===== config.mk =====
export PLATFORM = sky130hd
export DESIGN_NAME = selective_repeat_window_control_core
export DESIGN_NICKNAME = d
export VERILOG_FILES = /design/src/design/srwc_pkg.sv /design/src/design/srwc_datapath.sv /design/src/design/srwc_ctrl.sv /design/src/design/selective_repeat_window_control_core.sv
export SDC_FILE = /design/constraint.sdc
export NUM_CORES = 1
export LEC_CHECK = 0
export ABC_CLOCK_PERIOD_IN_PS = 5610
export CAP_MARGIN = 20
export CORE_UTILIZATION = 65
export CTS_BUF_LIST = sky130_fd_sc_hd__clkbuf_2
export CTS_CLUSTER_SIZE = 28
export DETAILED_ROUTE_END_ITERATION = 7
export DONT_BUFFER_PORTS = 1
export GPL_TIMING_DRIVEN = 0
export PLACE_DENSITY = 0.86
export SLEW_MARGIN = 40
export SYNTH_ARGS = -nofsm -noshare
export SYNTH_HDL_FRONTEND = slang
export SYNTH_HIERARCHICAL = 1
export SYNTH_SLANG_ARGS = --single-unit

===== constraint.sdc =====
create_clock -name clk -period 5.61 [get_ports clk]
set_input_delay 0.8415 -clock clk [delete_from_list [all_inputs] [get_ports clk]]
set_output_delay 0.8415 -clock clk [all_outputs]
set_load 0.02 [all_outputs]

===== src/design/srwc_pkg.sv =====
`default_nettype none

package srwc_pkg;

  // sequence and window geometry
  localparam int SEQ_BITS  = 6;
  localparam int WINDOW    = 32;
  localparam int SLOT_BITS = $clog2(WINDOW);
  localparam int CNT_BITS  = $clog2(WINDOW + 1);
  localparam int CMD_W     = 2;
  localparam int KIND_W    = 2;
  localparam int ACT_W     = 3;

  typedef logic [SEQ_BITS-1:0]  seq_t;
  typedef logic [SLOT_BITS-1:0] slot_t;
  typedef logic [CNT_BITS-1:0]  cnt_t;

  // event codes on the input channel
  typedef enum logic [CMD_W-1:0] {
    CMD_PKT_READY  = 2'd0,
    CMD_LINK_READY = 2'd1,
    CMD_FRAME_RX   = 2'd2,
    CMD_TIMEOUT    = 2'd3
  } cmd_t;

  // received frame kinds
  typedef enum logic [KIND_W-1:0] {
    KIND_DATA  = 2'd0,
    KIND_ACK   = 2'd1,
    KIND_NAK   = 2'd2,
    KIND_OTHER = 2'd3
  } kind_t;

  // result commands
  typedef enum logic [ACT_W-1:0] {
    ACT_LOAD    = 3'd0,
    ACT_SEND    = 3'd1,
    ACT_ACK     = 3'd2,
    ACT_NAK     = 3'd3,
    ACT_STORE   = 3'd4,
    ACT_DELIVER = 3'd5,
    ACT_STOP    = 3'd6,
    ACT_STATUS  = 3'd7
  } action_t;

  // sequence number source for an emitted command
  typedef enum logic [2:0] {
    SEL_NEXT_SEND,
    SEL_RX_PREV,
    SEL_IN_SEQ,
    SEL_IN_SEQ_NEXT,
    SEL_RX_EXP,
    SEL_OLDEST
  } seq_sel_t;

  // controller to datapath commands
  typedef struct packed {
    logic     latch_in;
    logic     emit;
    action_t  act;
    seq_sel_t sel;
    logic     tx_inc;
    logic     tx_dec;
    logic     send_inc;
    logic     oldest_inc;
    logic     rx_adv;
    logic     mark_arrived;
    logic     link_set;
    logic     link_clr;
    logic     nak_clr;
  } dp_cmd_t;

  // datapath to controller status
  typedef struct packed {
    logic  out_free;
    cmd_t  cmd;
    kind_t kind;
    logic  good;
    logic  tx_room;
    logic  nak_allowed;
    logic  seq_unexpected;
    logic  data_new;
    logic  deliv_ready;
    logic  ack_more;
    logic  nak_resend;
    logic  timeout_hit;
  } dp_stat_t;

  // x in [lo, hi) on the circular sequence space
  function automatic logic in_range(seq_t lo, seq_t x, seq_t hi);
    return ((lo <= x) && (x < hi)) || ((hi < lo) && (lo <= x)) ||
           ((x < hi) && (hi < lo));
  endfunction

  // buffer slot: sequence modulo the window, a power of two
  function automatic slot_t slot_of(seq_t s);
    return s[SLOT_BITS-1:0];
  endfunction

endpackage

`default_nettype wire


===== src/design/srwc_datapath.sv =====
`default_nettype none

module srwc_datapath
  import srwc_pkg::*;
(
  input  wire logic                 clk,
  input  wire logic                 rst_n,
  input  wire dp_cmd_t              dp_cmd,
  output      dp_stat_t             dp_stat,
  input  wire logic [CMD_W-1:0]     in_cmd,
  input  wire logic [KIND_W-1:0]    in_frame_kind,
  input  wire logic [SEQ_BITS-1:0]  in_seq_num,
  input  wire logic                 in_frame_good,
  output      logic                 out_valid,
  input  wire logic                 out_ready,
  output      logic [ACT_W-1:0]     out_action,
  output      logic [SEQ_BITS-1:0]  out_seq,
  output      logic [SLOT_BITS-1:0] out_slot,
  output      logic                 out_net_enable,
  output      logic                 out_last
);

  // latched input beat
  cmd_t  cmd_r;
  kind_t kind_r;
  seq_t  seq_r;
  logic  good_r;

  // window state
  seq_t              next_send_r;
  seq_t              oldest_r;
  seq_t              rx_exp_r;
  seq_t              rx_end_r;
  logic [WINDOW-1:0] arrived_r;
  cnt_t              tx_out_r;
  logic              nak_allowed_r;
  logic              link_r;

  // output register
  logic    out_valid_r;
  action_t out_action_r;
  seq_t    out_seq_r;
  slot_t   out_slot_r;
  logic    out_en_r;
  logic    out_last_r;

  seq_t sel_seq;
  seq_t rx_prev;
  seq_t seq_succ;
  logic out_free;
  logic tx_room;

  assign rx_prev  = seq_t'(rx_exp_r - 1'b1);
  assign seq_succ = seq_t'(seq_r + 1'b1);
  assign out_free = !out_valid_r || out_ready;
  assign tx_room  = tx_out_r < cnt_t'(WINDOW);

  // sequence number mux for the emitted command
  always_comb begin
    unique case (dp_cmd.sel)
      SEL_NEXT_SEND:   sel_seq = next_send_r;
      SEL_RX_PREV:     sel_seq = rx_prev;
      SEL_IN_SEQ:      sel_seq = seq_r;
      SEL_IN_SEQ_NEXT: sel_seq = seq_succ;
      SEL_RX_EXP:      sel_seq = rx_exp_r;
      SEL_OLDEST:      sel_seq = oldest_r;
      default:         sel_seq = '0;
    endcase
  end

  // status back to the controller
  always_comb begin
    dp_stat.out_free       = out_free;
    dp_stat.cmd            = cmd_r;
    dp_stat.kind           = kind_r;
    dp_stat.good           = good_r;
    dp_stat.tx_room        = tx_room;
    dp_stat.nak_allowed    = nak_allowed_r;
    dp_stat.seq_unexpected = seq_r != rx_exp_r;
    dp_stat.data_new       = in_range(rx_exp_r, seq_r, rx_end_r) &&
                             !arrived_r[slot_of(seq_r)];
    dp_stat.deliv_ready    = arrived_r[slot_of(rx_exp_r)];
    dp_stat.ack_more       = (tx_out_r != '0) && in_range(oldest_r, seq_r, next_send_r);
    dp_stat.nak_resend     = in_range(oldest_r, seq_succ, next_send_r);
    dp_stat.timeout_hit    = in_range(oldest_r, seq_r, next_send_r);
  end

  // input latch
  always_ff @(posedge clk) begin
    if (dp_cmd.latch_in) begin
      cmd_r  <= cmd_t'(in_cmd);
      kind_r <= kind_t'(in_frame_kind);
      seq_r  <= in_seq_num;
      good_r <= in_frame_good;
    end
  end

  // transmit window
  always_ff @(posedge clk) begin
    if (!rst_n) begin
      next_send_r <= '0;
      oldest_r    <= '0;
      tx_out_r    <= '0;
    end else begin
      if (dp_cmd.send_inc) next_send_r <= seq_t'(next_send_r + 1'b1);
      if (dp_cmd.oldest_inc) oldest_r <= seq_t'(oldest_r + 1'b1);
      if (dp_cmd.tx_inc) begin
        tx_out_r <= cnt_t'(tx_out_r + 1'b1);
      end else if (dp_cmd.tx_dec) begin
        tx_out_r <= cnt_t'(tx_out_r - 1'b1);
      end
    end
  end

  // receive window and arrived map
  always_ff @(posedge clk) begin
    if (!rst_n) begin
      rx_exp_r  <= '0;
      rx_end_r  <= seq_t'(WINDOW);
      arrived_r <= '0;
    end else begin
      if (dp_cmd.mark_arrived) arrived_r[slot_of(seq_r)] <= 1'b1;
      if (dp_cmd.rx_adv) begin
        arrived_r[slot_of(rx_exp_r)] <= 1'b0;
        rx_exp_r <= seq_t'(rx_exp_r + 1'b1);
        rx_end_r <= seq_t'(rx_end_r + 1'b1);
      end
    end
  end

  // nak and link flags
  always_ff @(posedge clk) begin
    if (!rst_n) begin
      nak_allowed_r <= 1'b1;
      link_r        <= 1'b0;
    end else begin
      if (dp_cmd.rx_adv) begin
        nak_allowed_r <= 1'b1;
      end else if (dp_cmd.nak_clr) begin
        nak_allowed_r <= 1'b0;
      end
      if (dp_cmd.link_set) begin
        link_r <= 1'b1;
      end else if (dp_cmd.link_clr) begin
        link_r <= 1'b0;
      end
    end
  end

  // output beat valid
  always_ff @(posedge clk) begin
    if (!rst_n) begin
      out_valid_r <= 1'b0;
    end else if (dp_cmd.emit) begin
      out_valid_r <= 1'b1;
    end else if (out_ready) begin
      out_valid_r <= 1'b0;
    end
  end

  // output beat payload
  always_ff @(posedge clk) begin
    if (dp_cmd.emit) begin
      out_action_r <= dp_cmd.act;
      if (dp_cmd.act == ACT_STATUS) begin
        out_seq_r  <= '0;
        out_slot_r <= '0;
        out_en_r   <= tx_room && link_r;
        out_last_r <= 1'b1;
      end else begin
        out_seq_r  <= sel_seq;
        out_slot_r <= slot_of(sel_seq);
        out_en_r   <= 1'b0;
        out_last_r <= 1'b0;
      end
    end
  end

  assign out_valid      = out_valid_r;
  assign out_action     = out_action_r;
  assign out_seq        = out_seq_r;
  assign out_slot       = out_slot_r;
  assign out_net_enable = out_en_r;
  assign out_last       = out_last_r;

  // checks
  assert property (@(posedge clk) disable iff (!rst_n)
    tx_out_r <= cnt_t'(WINDOW))
    else $error("outstanding count above window");

  assert property (@(posedge clk) disable iff (!rst_n)
    seq_t'(rx_end_r - rx_exp_r) == seq_t'(WINDOW))
    else $error("receive window span lost");

  assert property (@(posedge clk) disable iff (!rst_n)
    dp_cmd.emit |-> out_free)
    else $error("command emitted into a full output register");

  assert property (@(posedge clk) disable iff (!rst_n)
    dp_cmd.rx_adv |-> arrived_r[slot_of(rx_exp_r)])
    else $error("delivery of a slot that has not arrived");

  assert property (@(posedge clk) disable iff (!rst_n)
    (out_valid_r && out_last_r) |-> (out_action_r == ACT_STATUS))
    else $error("last beat is not a status");

endmodule

`default_nettype wire


===== src/design/srwc_ctrl.sv =====
`default_nettype none

module srwc_ctrl
  import srwc_pkg::*;
(
  input  wire logic     clk,
  input  wire logic     rst_n,
  input  wire logic     in_valid,
  output      logic     in_ready,
  input  wire dp_stat_t dp_stat,
  output      dp_cmd_t  dp_cmd
);

  typedef enum logic [3:0] {
    S_IDLE,
    S_DECIDE,
    S_LOAD,
    S_SEND_NEW,
    S_NAK_BAD,
    S_DATA_NAK,
    S_DATA_CHK,
    S_STORE,
    S_DELIVER,
    S_ACK_OUT,
    S_NAK_RX,
    S_ACK_LOOP,
    S_TIMEOUT,
    S_STATUS
  } state_t;

  state_t state_r, state_nxt;
  logic   any_r, any_nxt;

  assign in_ready = state_r == S_IDLE;

  // next state and datapath commands
  always_comb begin
    state_nxt = state_r;
    any_nxt   = any_r;
    dp_cmd    = '0;
    unique case (state_r)
      S_IDLE: begin
        if (in_valid) begin
          dp_cmd.latch_in = 1'b1;
          state_nxt       = S_DECIDE;
        end
      end
      S_DECIDE: begin
        unique case (dp_stat.cmd)
          CMD_PKT_READY: state_nxt = dp_stat.tx_room ? S_LOAD : S_STATUS;
          CMD_LINK_READY: begin
            dp_cmd.link_set = 1'b1;
            state_nxt       = S_STATUS;
          end
          CMD_FRAME_RX: begin
            if (!dp_stat.good) begin
              state_nxt = dp_stat.nak_allowed ? S_NAK_BAD : S_STATUS;
            end else begin
              unique case (dp_stat.kind)
                KIND_DATA: state_nxt = S_DATA_NAK;
                KIND_ACK:  state_nxt = S_ACK_LOOP;
                KIND_NAK:  state_nxt = S_NAK_RX;
                default:   state_nxt = S_STATUS;
              endcase
            end
          end
          default: state_nxt = S_TIMEOUT;
        endcase
      end
      S_LOAD: begin
        if (dp_stat.out_free) begin
          dp_cmd.emit   = 1'b1;
          dp_cmd.act    = ACT_LOAD;
          dp_cmd.sel    = SEL_NEXT_SEND;
          dp_cmd.tx_inc = 1'b1;
          state_nxt     = S_SEND_NEW;
        end
      end
      S_SEND_NEW: begin
        if (dp_stat.out_free) begin
          dp_cmd.emit     = 1'b1;
          dp_cmd.act      = ACT_SEND;
          dp_cmd.sel      = SEL_NEXT_SEND;
          dp_cmd.link_clr = 1'b1;
          dp_cmd.send_inc = 1'b1;
          state_nxt       = S_STATUS;
        end
      end
      S_NAK_BAD: begin
        if (dp_stat.out_free) begin
          dp_cmd.emit     = 1'b1;
          dp_cmd.act      = ACT_NAK;
          dp_cmd.sel      = SEL_RX_PREV;
          dp_cmd.nak_clr  = 1'b1;
          dp_cmd.link_clr = 1'b1;
          state_nxt       = S_STATUS;
        end
      end
      // out-of-order data asks once for the missing frame
      S_DATA_NAK: begin
        if (dp_stat.seq_unexpected && dp_stat.nak_allowed) begin
          if (dp_stat.out_free) begin
            dp_cmd.emit     = 1'b1;
            dp_cmd.act      = ACT_NAK;
            dp_cmd.sel      = SEL_RX_PREV;
            dp_cmd.nak_clr  = 1'b1;
            dp_cmd.link_clr = 1'b1;
            state_nxt       = S_DATA_CHK;
          end
        end else begin
          state_nxt = S_DATA_CHK;
        end
      end
      S_DATA_CHK: begin
        any_nxt   = 1'b0;
        state_nxt = dp_stat.data_new ? S_STORE : S_STATUS;
      end
      S_STORE: begin
        if (dp_stat.out_free) begin
          dp_cmd.emit         = 1'b1;
          dp_cmd.act          = ACT_STORE;
          dp_cmd.sel          = SEL_IN_SEQ;
          dp_cmd.mark_arrived = 1'b1;
          state_nxt           = S_DELIVER;
        end
      end
      // hand up the in-order run, one slot a beat
      S_DELIVER: begin
        if (dp_stat.deliv_ready) begin
          if (dp_stat.out_free) begin
            dp_cmd.emit   = 1'b1;
            dp_cmd.act    = ACT_DELIVER;
            dp_cmd.sel    = SEL_RX_EXP;
            dp_cmd.rx_adv = 1'b1;
            any_nxt       = 1'b1;
          end
        end else begin
          state_nxt = any_r ? S_ACK_OUT : S_STATUS;
        end
      end
      S_ACK_OUT: begin
        if (dp_stat.out_free) begin
          dp_cmd.emit     = 1'b1;
          dp_cmd.act      = ACT_ACK;
          dp_cmd.sel      = SEL_RX_PREV;
          dp_cmd.link_clr = 1'b1;
          state_nxt       = S_STATUS;
        end
      end
      // a nak resends the frame after it, then acts as an ack
      S_NAK_RX: begin
        if (dp_stat.nak_resend) begin
          if (dp_stat.out_free) begin
            dp_cmd.emit     = 1'b1;
            dp_cmd.act      = ACT_SEND;
            dp_cmd.sel      = SEL_IN_SEQ_NEXT;
            dp_cmd.link_clr = 1'b1;
            state_nxt       = S_ACK_LOOP;
          end
        end else begin
          state_nxt = S_ACK_LOOP;
        end
      end
      // cumulative ack retires frames from the oldest on
      S_ACK_LOOP: begin
        if (dp_stat.ack_more) begin
          if (dp_stat.out_free) begin
            dp_cmd.emit       = 1'b1;
            dp_cmd.act        = ACT_STOP;
            dp_cmd.sel        = SEL_OLDEST;
            dp_cmd.tx_dec     = 1'b1;
            dp_cmd.oldest_inc = 1'b1;
          end
        end else begin
          state_nxt = S_STATUS;
        end
      end
      S_TIMEOUT: begin
        if (dp_stat.timeout_hit) begin
          if (dp_stat.out_free) begin
            dp_cmd.emit     = 1'b1;
            dp_cmd.act      = ACT_SEND;
            dp_cmd.sel      = SEL_IN_SEQ;
            dp_cmd.link_clr = 1'b1;
            state_nxt       = S_STATUS;
          end
        end else begin
          state_nxt = S_STATUS;
        end
      end
      S_STATUS: begin
        if (dp_stat.out_free) begin
          dp_cmd.emit = 1'b1;
          dp_cmd.act  = ACT_STATUS;
          state_nxt   = S_IDLE;
        end
      end
      default: state_nxt = S_IDLE;
    endcase
  end

  // state register
  always_ff @(posedge clk) begin
    if (!rst_n) begin
      state_r <= S_IDLE;
      any_r   <= 1'b0;
    end else begin
      state_r <= state_nxt;
      any_r   <= any_nxt;
    end
  end

endmodule

`default_nettype wire


===== src/design/selective_repeat_window_control_core.sv =====
// flow: an accepted input beat is latched, decoded in a decision step, and answered by its result
//   commands and then a status beat; each beat is held in the output register
// throughput: the controller emits at most one result beat a cycle, while out_ready allows, into a
//   single output register and takes the next item only after the status beat
// reset: rst_n synchronous active low; windows empty, nak allowed, link not ready
`default_nettype none

module selective_repeat_window_control_core
  import srwc_pkg::*;
(
  input  wire logic                 clk,
  input  wire logic                 rst_n,
  input  wire logic                 in_valid,
  output      logic                 in_ready,
  input  wire logic [CMD_W-1:0]     in_cmd,
  input  wire logic [KIND_W-1:0]    in_frame_kind,
  input  wire logic [SEQ_BITS-1:0]  in_seq_num,
  input  wire logic                 in_frame_good,
  output      logic                 out_valid,
  input  wire logic                 out_ready,
  output      logic [ACT_W-1:0]     out_action,
  output      logic [SEQ_BITS-1:0]  out_seq,
  output      logic [SLOT_BITS-1:0] out_slot,
  output      logic                 out_net_enable,
  output      logic                 out_last
);

  dp_cmd_t  dp_cmd;
  dp_stat_t dp_stat;

  // event sequencer
  srwc_ctrl u_ctrl (
    .clk      (clk),
    .rst_n    (rst_n),
    .in_valid (in_valid),
    .in_ready (in_ready),
    .dp_stat  (dp_stat),
    .dp_cmd   (dp_cmd)
  );

  // window state and result register
  srwc_datapath u_datapath (
    .clk            (clk),
    .rst_n          (rst_n),
    .dp_cmd         (dp_cmd),
    .dp_stat        (dp_stat),
    .in_cmd         (in_cmd),
    .in_frame_kind  (in_frame_kind),
    .in_seq_num     (in_seq_num),
    .in_frame_good  (in_frame_good),
    .out_valid      (out_valid),
    .out_ready      (out_ready),
    .out_action     (out_action),
    .out_seq        (out_seq),
    .out_slot       (out_slot),
    .out_net_enable (out_net_enable),
    .out_last       (out_last)
  );

endmodule

`default_nettype wire

==> impl_results.md <==
- HP Class: input port to flop
- HPWL Detailed: 13600 um
- Syn Nets: 853
- Tot GR Track Use: 36.0%
- Seq cells post-synth: 92
- DR vias/cell: 6.38
- Register area share after synthesis: 31.2%
- Crit Reg-Reg Endpoint: u_datapath/out_seq[4]
- DR pass1 iterations: 5
- Die height: 103 um
- Max incr delay on CP: 0.71 ns
- WL per Instance: 19.8 um
- Combinational family with the most area after synthesis: simple AND/OR/NAND/NOR gates
- Flop-to-flop setup slack: 0.49 ns
- Final slew viol count: 0
- CTS tree: yes
- Worst-path cell chain: buf_6, buf_2, nand3_1, xnor2_1, inv_1, ha_1, a21o_1, a21oi_1, nor2b_1, o32ai_1, maj3_1, and3b_1, and2_1, a311oi_1, nor2_1, clkbuf_1, o21ai_0, a22oi_1, o21ai_0, o21ai_0, nor2_1
- Proportion of layout cells with a drive suffix above 1: 9.46%
- Row cnt: 36
- Longest Clk Path Bufs: 2
- Hold violation count in the final report: 0
- Clock sink total: 92
- Crit path capture type: flop
- Proportion of synthesized area in mux cells: 6.84%
- Achievable Freq: 195 MHz
- Compound-gate portion of the synthesized area: 19.4%
- Clk slew on worst S/H paths: 0.26 ns
- Synth Warn #: 6
- Total power: 2.27 mW
- Synth Flop Type: dfxtp_1
- Worst path most repeated cell: o21ai_0
- RSZ-0062 raised after global routing: no
- Clock power frac: 13.5%
- Crit-path slowest cell: edfxtp_1
- Synth-to-layout area growth: 4.06%
- Worst Hold Launch: in_frame_kind[0]
- CP Class: flop to flop
- PD cells: 331 mW/mm2
- Clk_lat worst skew: 0.59 ns
- Worst vdd ir: 205 uV
- CP Data Required Time: 5.96 ns
- Post-synth EDFFs: 22
- Sw power: 1.01 mW
- Top cells by count, synth: dfxtp_1, o21ai_0, a21oi_1
- Port Buffers: 0
- Outcome: finished, final reports clean
- Critical path data arrival time: 5.47 ns
- Sw Ratio: 44.4%
- GR Util met3: 5.08%
- Total Wirelength: 18300 um
- Min Clock Period, post-route: 5.12 ns
- Starting density of the core: 67.2%
- Postcts setup bufs: 0
- Share of power burned in registers: 41.4%
- I/O pin cnt: 33
- WHS Endpoint: u_datapath/kind_r[0]
- Final setup violation count: 0
- Netlist cell types: 71
- Lkg Pwr: 2.73 nW
- Initial antenna violation count: 0
- Total CTS buffers: 9
- Synth area leaders: dfxtp_1, ha_1, edfxtp_1, o21ai_0, a21oi_1
- Worst Skew: 0.0301 ns
- WHS Path Cells: 0
- Post-synth top area share: 21.2%
- Cell Area, Synth: 0.00660 mm2
- Global route hottest layer: met2
- FILL cells: 828
- Cell-internal power: 1.26 mW
- Routed vias: 5907
- Sum Neg Setup Slack: 0 ns
- Clk root buf: clkbuf_2
- Xor/xnor share of the synthesized area: 3.98%
- Comb pwr share: 45.1%
- FF-to-FF Start: u_datapath/seq_r[0]
- M2 GR Usage: 61.0%
- Worst slew margin: 46.5%
- Pin count of the biggest net entering global routing: 17
- CTS resizes: 0
- Slew @ Worst Pin: 0.796 ns
- Gr ovfl total: 0
- First-pass GRT wire length: 28600 um
- Crit share post-route: 91.3%
- Vias in the first global route: 5646
- Crit start category: flop
- Syn Inst Count: 777
- Chip width: 103 um
- Die area: 0.0106 mm2
- Antenna cells: 0
- Nets: 864
- Adder-cell area share of the yosys netlist: 12.3%
- FFs w/ async S/R, synth: 0%
- Simple-gate share of the synthesized area: 19.5%
- Area of the core: 0.00982 mm2
- Max_cap viols: 0
- Reg2reg path depth: 21
- Routed Antenna Nets: 0
- Syn avg cell area: 8.50 um2
- Final Wtd Congestion: 1.00
- Initial DRC Count: 434
- Area leader, netlist: dfxtp_1
- Met1 Usage GRT: 44.1%
- Number of remaining DRC errors: 0
- Count of hold-fix buffers inserted at cts: 0
- Worst Path Max Fanout: 10
- # H-tree levels: 3
-- layout make-up --
type / instances / area (um2) / share of cell area [%]
inverter: 48 / 180 / 2.62
clock buffer: 9 / 45.0 / 0.656
buffer: 52 / 268 / 3.90
multi-input combinational: 585 / 4100 / 59.7
sequential: 92 / 2060 / 30.0
tap: 133 / 166 / 2.42
clock inverter: 7 / 48.8 / 0.710
-- cell families (layout without fill, tap and decap cells) --
family | count (synthesis) | after routing
and+or+nand+nor | 249 | 249
AOI/OAI and AO/OA | 211 | 211
buffers and inverters | 100 | 116
DFF | 92 | 92
adders and majority gates | 65 | 65
xor gates and xnor gates | 30 | 30
muxes | 30 | 30
-- metrics by stage --
stage          setup slack (ns)  std cells  hold WS (ns)  util (%)  area (um2)
3_5_place_dp              0.650        910         0.472      69.0        6780
5_1_grt                   0.168        926         0.296      70.0        6870
6_report                  0.486        926         0.332      70.0        6870
3_3_place_gp              0.764        910         0.467      68.9        6770
4_1_cts                   0.630        926         0.297      70.0        6870
2_1_floorplan              1.65        777         0.443         -        6600
-- power by group through the flow --
stage          Clock, mW  Sequential (mW)  Combinational [mW]
6_report           0.307            0.941                1.02
5_1_grt            0.332            0.957                1.13
4_1_cts            0.313            0.940                1.00
3_5_place_dp           0            0.954               0.996
3_3_place_gp           0            0.951               0.962
2_1_floorplan          0            0.927               0.779
-- critical path: cells and delay by family, from the launching register on --
family	cells	cell delay (ns)
compound gates	8	1.34
buf+inv	4	1.02
simple gates	6	0.98
flops	1	0.71
fa+ha+maj	2	0.60
xor+xnor	1	0.25
-- cells in the final DEF, fill, tap and decap left out, types with 8 or more instances in the layout --
cell       n
mux4_2     8
nand2b_1  14
xnor2_1   23
dfxtp_1   70
nand2_1   51
mux2i_1    8
inv_1     45
clkbuf_1  20
a21oi_1   69
and2_1    23
nor2b_1   20
mux2_2    11
a21o_1    14
nor2_1    63
nand3_1   17
clkbuf_2   9
nand4_1   16
ha_1      60
nor3_1    11
buf_4     13
buf_2     13
o21ai_0   70
edfxtp_1  22
-- registers in the layout, summed over array words and instances, names as in the netlist, 3 cells and up --
name / count
u_datapath/rx_end_r: 6
u_datapath/rx_exp_r: 6
u_datapath/oldest_r: 6
u_ctrl/state_r: 4
u_datapath/tx_out_r: 6
u_datapath/out_action: 3
u_datapath/out_seq: 6
u_datapath/seq_r: 6
u_datapath/arrived_r: 32
u_datapath/next_send_r: 6
-- worst max-delay path by stage --
stage	startpoint	to	slack [ns]	depth (start not counted)
2_1_floorplan	u_datapath/seq_r[0]	u_datapath/out_seq[3]	1.65	20
3_3_place_gp	u_datapath/seq_r[0]	u_datapath/out_seq[5]	0.76	21
3_5_place_dp	u_datapath/seq_r[0]	u_datapath/out_seq[4]	0.65	21
4_1_cts	u_datapath/seq_r[0]	u_datapath/out_seq[4]	0.63	21
5_1_grt	u_datapath/seq_r[0]	u_datapath/out_seq[5]	0.17	21
6_report	u_datapath/seq_r[0]	u_datapath/out_seq[4]	0.49	21
-- per-layer routing --
metal / vias up / wire (um)
met5: - / 0
met3: 71 / 1630
met4: 0 / 819
li1: 2781 / -
met1: 2763 / 7250
met2: 292 / 8620
(Power assumes the default switching activity.)
